===== src/design/chbd_pkg.sv =====
// Shared types and constants of the chunked body decoder.
`timescale 1ns / 1ps

package chbd_pkg;

    localparam int COUNT_WIDTH = 32;

    localparam logic [7:0] CH_CR   = 8'h0D;
    localparam logic [7:0] CH_LF   = 8'h0A;
    localparam logic [7:0] CH_SEMI = 8'h3B;
    localparam logic [7:0] CH_SP   = 8'h20;
    localparam logic [7:0] CH_TAB  = 8'h09;
    localparam logic [7:0] CH_VT   = 8'h0B;
    localparam logic [7:0] CH_FF   = 8'h0C;

    typedef enum logic [2:0] {
        PH_LEAD   = 3'd0,
        PH_SIZE   = 3'd1,
        PH_DATA   = 3'd2,
        PH_OPT_CR = 3'd3,
        PH_OPT_LF = 3'd4,
        PH_TRAIL  = 3'd5,
        PH_DONE   = 3'd6
    } phase_t;

    typedef struct packed {
        phase_t                   phase;
        logic [COUNT_WIDTH-1:0]   remaining_bytes;
        logic [COUNT_WIDTH-1:0]   size_accum;
        logic                     number_closed;
        logic                     line_nonblank;
    } chbd_state_t;

    typedef struct packed {
        logic       valid;
        logic [7:0] data;
        logic       last;
    } chbd_result_t;

endpackage


===== src/design/http_chunked_body_decoder_unit.sv =====
// Top level of the HTTP chunked body decoder: input register, state and result register.
`timescale 1ns / 1ps

// Channel   Handshake                     Payload
// input     data_valid / data_stall       in_byte
// result    result_valid / result_stall   out_byte, body_end
//
// One byte per cycle when not stalled: a word sits in the input register, its
// state update and result are formed combinationally and stored in the state
// and result registers.
// Reset (rst_n low) clears the phase, counters and valid flags at once.
// A stall on the result side while the result register is full holds the input
// register; data_stall then rises.

module http_chunked_body_decoder_unit
    import chbd_pkg::*;
(
    input  logic       clk,
    input  logic       rst_n,
    input  logic       data_valid,
    output logic       data_stall,
    input  logic [7:0] in_byte,
    output logic       result_valid,
    input  logic       result_stall,
    output logic [7:0] out_byte,
    output logic       body_end
);

    logic         in_valid_reg;
    logic         in_valid_next;
    logic [7:0]   in_byte_reg;
    chbd_state_t  state_reg;
    chbd_state_t  state_next;
    chbd_result_t step_res;
    logic         out_free;
    logic         advance;
    logic         accept;

    assign advance    = in_valid_reg && out_free;
    assign data_stall = in_valid_reg && !out_free;
    assign accept     = data_valid && !data_stall;

    always_comb
    begin
        in_valid_next = in_valid_reg;
        if (accept)
        begin
            in_valid_next = 1'b1;
        end else if (advance)
        begin
            in_valid_next = 1'b0;
        end
    end

    always_ff @(posedge clk)
    begin
        if (accept)
        begin
            in_byte_reg <= in_byte;
        end
    end

    chbd_step u_step (
        .cur     (state_reg),
        .in_byte (in_byte_reg),
        .nxt     (state_next),
        .res     (step_res)
    );

    always_ff @(posedge clk or negedge rst_n)
    begin
        if (!rst_n)
        begin
            in_valid_reg <= 1'b0;
            state_reg    <= '{phase: PH_LEAD, default: '0};
        end else
        begin
            in_valid_reg <= in_valid_next;
            if (advance)
            begin
                state_reg <= state_next;
            end
        end
    end

    chbd_out_reg u_out (
        .clk          (clk),
        .rst_n        (rst_n),
        .load         (advance && step_res.valid),
        .din          (step_res),
        .free         (out_free),
        .result_valid (result_valid),
        .result_stall (result_stall),
        .out_byte     (out_byte),
        .body_end     (body_end)
    );

    a_data_count_live: assert property (@(posedge clk) disable iff (!rst_n)
        (state_reg.phase == PH_DATA) |-> (state_reg.remaining_bytes != '0))
        else $error("chunk data phase with no bytes left");

    a_accum_clear: assert property (@(posedge clk) disable iff (!rst_n)
        !(state_reg.phase == PH_LEAD || state_reg.phase == PH_SIZE)
            |-> (state_reg.size_accum == '0 && !state_reg.number_closed))
        else $error("size accumulator not cleared outside a size line");

    a_done_sticky: assert property (@(posedge clk) disable iff (!rst_n)
        (state_reg.phase == PH_DONE) |=> (state_reg.phase == PH_DONE))
        else $error("decoder left the done phase");

endmodule


===== src/design/chbd_step.sv =====
// Next-state and result logic for one body byte.
`timescale 1ns / 1ps

module chbd_step
    import chbd_pkg::*;
(
    input  chbd_state_t  cur,
    input  logic [7:0]   in_byte,
    output chbd_state_t  nxt,
    output chbd_result_t res
);

    function automatic logic is_blank(input logic [7:0] c);
        return (c == CH_SP) || (c == CH_TAB) || (c == CH_CR) || (c == CH_VT) || (c == CH_FF);
    endfunction

    function automatic chbd_state_t size_line(input chbd_state_t s, input logic [7:0] c);
        chbd_state_t r;
        logic        dv;
        logic [3:0]  d;
        r  = s;
        dv = 1'b0;
        d  = c[3:0];
        if (c >= 8'h30 && c <= 8'h39) begin
            dv = 1'b1;
        end else if ((c >= 8'h61 && c <= 8'h66) || (c >= 8'h41 && c <= 8'h46)) begin
            dv = 1'b1;
            d  = c[3:0] + 4'd9;
        end
        if (c == CH_LF) begin
            if (s.size_accum == '0) begin
                r.phase         = PH_TRAIL;
                r.line_nonblank = 1'b0;
            end else begin
                r.remaining_bytes = s.size_accum;
                r.phase           = PH_DATA;
            end
            r.size_accum    = '0;
            r.number_closed = 1'b0;
        end else if (!(s.phase == PH_LEAD && is_blank(c))) begin
            r.phase = PH_SIZE;
            if (!s.number_closed) begin
                // A semicolon is not a hex digit, so it closes the number too.
                if (!dv) begin
                    r.number_closed = 1'b1;
                end else if (s.size_accum[COUNT_WIDTH-1 -: 4] != 4'd0) begin
                    r.size_accum = '1;
                end else begin
                    r.size_accum = {s.size_accum[COUNT_WIDTH-5:0], d};
                end
            end
        end
        return r;
    endfunction

    always_comb
    begin
        chbd_state_t fresh;
        fresh               = cur;
        fresh.phase         = PH_LEAD;
        fresh.size_accum    = '0;
        fresh.number_closed = 1'b0;
        nxt                 = cur;
        res                 = '0;
        unique case (cur.phase)
            PH_LEAD, PH_SIZE:
            begin
                nxt = size_line(cur, in_byte);
            end
            PH_DATA:
            begin
                nxt.remaining_bytes = cur.remaining_bytes - COUNT_WIDTH'(1);
                if (cur.remaining_bytes == {{(COUNT_WIDTH-1){1'b0}}, 1'b1})
                begin
                    nxt.phase = PH_OPT_CR;
                end
                res.valid = 1'b1;
                res.data  = in_byte;
            end
            PH_OPT_CR:
            begin
                if (in_byte == CH_CR)
                begin
                    nxt.phase = PH_OPT_LF;
                end else if (in_byte == CH_LF)
                begin
                    nxt.phase = PH_LEAD;
                end else
                begin
                    nxt = size_line(fresh, in_byte);
                end
            end
            PH_OPT_LF:
            begin
                if (in_byte == CH_LF)
                begin
                    nxt = fresh;
                end else
                begin
                    nxt = size_line(fresh, in_byte);
                end
            end
            PH_TRAIL:
            begin
                if (in_byte == CH_LF)
                begin
                    if (!cur.line_nonblank)
                    begin
                        nxt.phase = PH_DONE;
                        res.valid = 1'b1;
                        res.last  = 1'b1;
                    end else
                    begin
                        nxt.line_nonblank = 1'b0;
                    end
                end else if (!is_blank(in_byte))
                begin
                    nxt.line_nonblank = 1'b1;
                end
            end
            default:
            begin
                nxt = cur;
            end
        endcase
    end

endmodule


===== src/design/chbd_out_reg.sv =====
// Result register that holds a word until the downstream side takes it.
`timescale 1ns / 1ps

module chbd_out_reg
    import chbd_pkg::*;
(
    input  logic         clk,
    input  logic         rst_n,
    input  logic         load,
    input  chbd_result_t din,
    output logic         free,
    output logic         result_valid,
    input  logic         result_stall,
    output logic [7:0]   out_byte,
    output logic         body_end
);

    logic       valid_reg;
    logic       valid_next;
    logic [7:0] byte_reg;
    logic       end_reg;

    assign free = !valid_reg || !result_stall;

    always_comb
    begin
        valid_next = valid_reg;
        if (load)
        begin
            valid_next = 1'b1;
        end else if (!result_stall)
        begin
            valid_next = 1'b0;
        end
    end

    always_ff @(posedge clk or negedge rst_n)
    begin
        if (!rst_n)
        begin
            valid_reg <= 1'b0;
        end else
        begin
            valid_reg <= valid_next;
        end
    end

    always_ff @(posedge clk)
    begin
        if (load)
        begin
            byte_reg <= din.data;
            end_reg  <= din.last;
        end
    end

    assign result_valid = valid_reg;
    assign out_byte     = byte_reg;
    assign body_end     = end_reg;

    a_load_when_free: assert property (@(posedge clk) disable iff (!rst_n)
        load |-> free)
        else $error("result register loaded while occupied and stalled");

    a_end_word_zero: assert property (@(posedge clk) disable iff (!rst_n)
        (valid_reg && end_reg) |-> (byte_reg == 8'd0))
        else $error("end word carries a nonzero byte");

    a_end_once: assert property (@(posedge clk) disable iff (!rst_n)
        (valid_reg && end_reg && !result_stall) |=> !(load && din.last))
        else $error("second end word follows the first");

endmodule

===== config.mk =====
export PLATFORM = sky130hd
export DESIGN_NAME = http_chunked_body_decoder_unit
export DESIGN_NICKNAME = d
export VERILOG_FILES = /design/src/design/chbd_pkg.sv /design/src/design/http_chunked_body_decoder_unit.sv /design/src/design/chbd_step.sv /design/src/design/chbd_out_reg.sv
export SDC_FILE = /design/constraint.sdc
export NUM_CORES = 1
export LEC_CHECK = 0
export BUFFER_PORTS_ARGS = -buffer_cell sky130_fd_sc_hd__buf_2
export CAP_MARGIN = 20
export CORE_UTILIZATION = 55
export DETAILED_ROUTE_END_ITERATION = 8
export PLACE_DENSITY = 0.73
export SLEW_MARGIN = 5
export SYNTH_ARGS = -nofsm -noshare
export SYNTH_HDL_FRONTEND = slang
export SYNTH_SLANG_ARGS = --single-unit

===== constraint.sdc =====
create_clock -name clk -period 4.5 [get_ports clk]
set_input_delay 0.225 -clock clk [delete_from_list [all_inputs] [get_ports clk]]
set_output_delay 0.225 -clock clk [all_outputs]
set_load 0.005 [all_outputs]

==> results.md <==
- Post-route minimum period: 2.87 ns
- All-Layer GR Usage: 0.271
- Placed Area: 4960 µm²
- Setup-failing EPs final: 0
- PortBufs: 22
- Post-synth EDFFs: 17
- # diodes: 0
- H-tree Lvls: 3
- DP Cell Count: 646
- Design Area, Final: 5160 µm²
- Die Width: 95.4 µm
- Share of layout cells above drive strength 1: 0.0950
- Site row count: 33
- Commonest cells post-synth: 71 x dfrtp_1, 70 x nand2_1, 66 x nor2_1, 43 x o21ai_0, 40 x a21oi_1
- P_leak: around 2.0 nW
- Initial Utilization: 0.575
- Setup TNS: 0 ns
- Adder-cell area share of the yosys netlist: 0.0183
- GR Overflow Total: 0
- Fin worst setup slack: 1.63 ns
- Layout Cells excl Fill: between 600 and 700
- Final Power: 2.62 mW
- Vias: 4174
- Compound-Gate Fraction of Synth Area: 0.239
- Reg clk slew, reported paths: 0.09 ns
- Pre-CTS setup slack: 1.70 ns
- Async SR Flop Fraction: 0.807
- Primary FF master, synth: dfrtp_1
- Max-Cap Viols: 0
- Antenna violation net count after detailed routing: 0
- Setup bufs post-CTS: 0
- Critical Path RT: 4.49 ns
- Worst rel slew slack: 0.318
- Top cells by area, synth: dfrtp_1 37%, edfxtp_1 11%, nand2_1 5.5%
- Routed vias/inst: 6.30
- Clock Path Buffers: 2
- Remaining DRCs: 0
- Critical path endpoint category: register
- Yosys top cell area share: 0.370
- Peak VDD IR: 0.236 mV
- Fmax: 0.349 GHz
- Chip Height: 95.4 µm
- Yosys cell types: 53
- Vias in the first global route: 3754
- Critical Path Start Type: register
- Detailed-placement wirelength estimate: 7.96 mm
- CP Class: reg2reg
- Tcrit/Tclk final: 0.637
- Post-synthesis mux area share: 0.00704
- Main combinational cell family by area after synthesis: compound AO/OA/AOI/OAI gates
- Layout Nets: 572
- Core footprint: 8340 µm²
- Actual slew at the worst max-slew pin: 1.02 ns
- Clock Latency Late Sink: ~0.36 ns
- Router iterations before antenna repair: 5
- DIE AREA: ~9000 µm²
- Register area share after synthesis: 0.477
- Hold_buf cts: 1
- Clock Root Buffer: clkbuf_8
- Syn Inst Count: 547
- Seq cells post-synth: 88
- Clock Sinks: 88
- Max FFs per register: 69
- Final Hold Viols: 0
- Post-Synth XOR/XNOR Area: 0.00365
- Post-Syn Area: 4800 µm²
- Pin count of the biggest net entering global routing: 64
- Status: finished clean
- Cell taking the most area after synthesis: dfrtp_1
- Syn nets: around 570
- Worst min path class: in2reg
- Final Max Slew Viols: 0
- Iteration-0 DRC Markers: 320
- PwrDens: between 500 and 600 nW/µm²
- I/O pin count: 23
- Mapped Avg Cell Area: 8.77 µm²
- Total wire length: 11.4 mm
- Ys Warns: 0
- Critical path fanouts, max: 9
- TritonCTS clock tree: done
- Setup Skew: roughly 0.012 ns
- CTS resizes: 0
- TritonCTS Buffers: 9
- Area Overhead vs Synth: 7.62%
- DR WL/cell: ~17 µm
- Antenna violations before repair: 0
- Wire length of the first global-routing pass: 18.8 mm
- GP Congestion: 0.904
- Synth Area in Simple Gates: 0.221
- RSZ-0062 raised after global routing: false
- Top-count cell post-synth: dfrtp_1
- CP Data Arrival Time: 2.86 ns
layout make-up:
type                    instances  area [µm²]
clock inverters                 2        12.5
well taps                     105         131
repair buffers                 28         158
multi-input cells             417        2360
flip-flops and latches         88        2290
inverters                       9        33.8
fillers                       722        3180
clock buffers                  14         174
final timing paths:
check	from	end	slack (ns)	depth (start not counted)
worst max-delay path	in_byte_reg[0]	u_out.body_end	1.63	7
worst min-delay path	in_byte[4]	in_byte_reg[4]	0.03	1
worst max register to register	in_byte_reg[0]	u_out.body_end	1.63	7
worst min register to register	state_reg[63]	state_reg[63]	0.51	2
max in group asynchronous	rst_n	state_reg[65]	3.05	3
min in group asynchronous	rst_n	state_reg[67]	0.43	2
layout by cell type (no fill, tap or decap), drive strengths merged, types with 5 or more instances in the layout:
| master | synthesis | routed |
|---|---|---|
| and2 | 8 | 8 |
| nand2b | 6 | 6 |
| inv | 9 | 9 |
| nor3 | 22 | 22 |
| a22oi | 12 | 12 |
| o21ai | 46 | 46 |
| dfrtp | 71 | 71 |
| edfxtp | 17 | 17 |
| nand2 | 70 | 70 |
| a21oi | 40 | 40 |
| nand3 | 11 | 11 |
| nor4 | 15 | 15 |
| ha | 7 | 7 |
| buf | 5 | 27 |
| o31ai | 32 | 32 |
| a31oi | 5 | 5 |
| o22ai | 9 | 9 |
| o21a | 5 | 5 |
| nor2 | 66 | 66 |
| clkbuf | 28 | 14 |
per-layer routing:
layer  global-route usage  vias up  part of all wire
met2                0.410      124              0.44
met5                    0        -                 0
met1                0.405     2005              0.50
li1                     -     2030                 -
met4               0.0796        0             0.014
met3               0.0383       15             0.045
where the power goes:
part           internal, mW  leakage (nW)  switching, mW
Clock                 0.250        0.0918          0.277
Combinational         0.329         0.832          0.639
Sequential            0.945          1.10          0.182
Total                  1.52          2.02           1.10
critical path, cell delays in order (launching register included):
cell	delay, ns
edfxtp_1	0.49
inv_1	0.18
ha_1	0.22
nor2b_1	0.23
nand3_1	0.23
nor4_1	0.49
nor2_1	0.10
nor2_1	0.57
logic make-up (layout without fill, tap and decap cells):
| kind of cell | Yosys count | after routing |
|---|---|---|
| buf+inv | 42 | 53 |
| fa+ha+maj | 7 | 7 |
| simple gates | 226 | 226 |
| mux | 3 | 3 |
| xor+xnor | 2 | 2 |
| compound gates | 179 | 179 |
| flops | 88 | 88 |
stage by stage:
| stage | util | hold WS, ns |
|---|---|---|
| CTS | 0.619 | 0.0331 |
| detailed placement | 0.595 | 0.299 |
| global route | 0.619 | 0.0185 |
| finish | 0.619 | 0.0328 |
| floorplan | - | -0.0706 |
| global placement | 0.595 | 0.293 |
No activity file was read; power rests on OpenSTA's default activity.
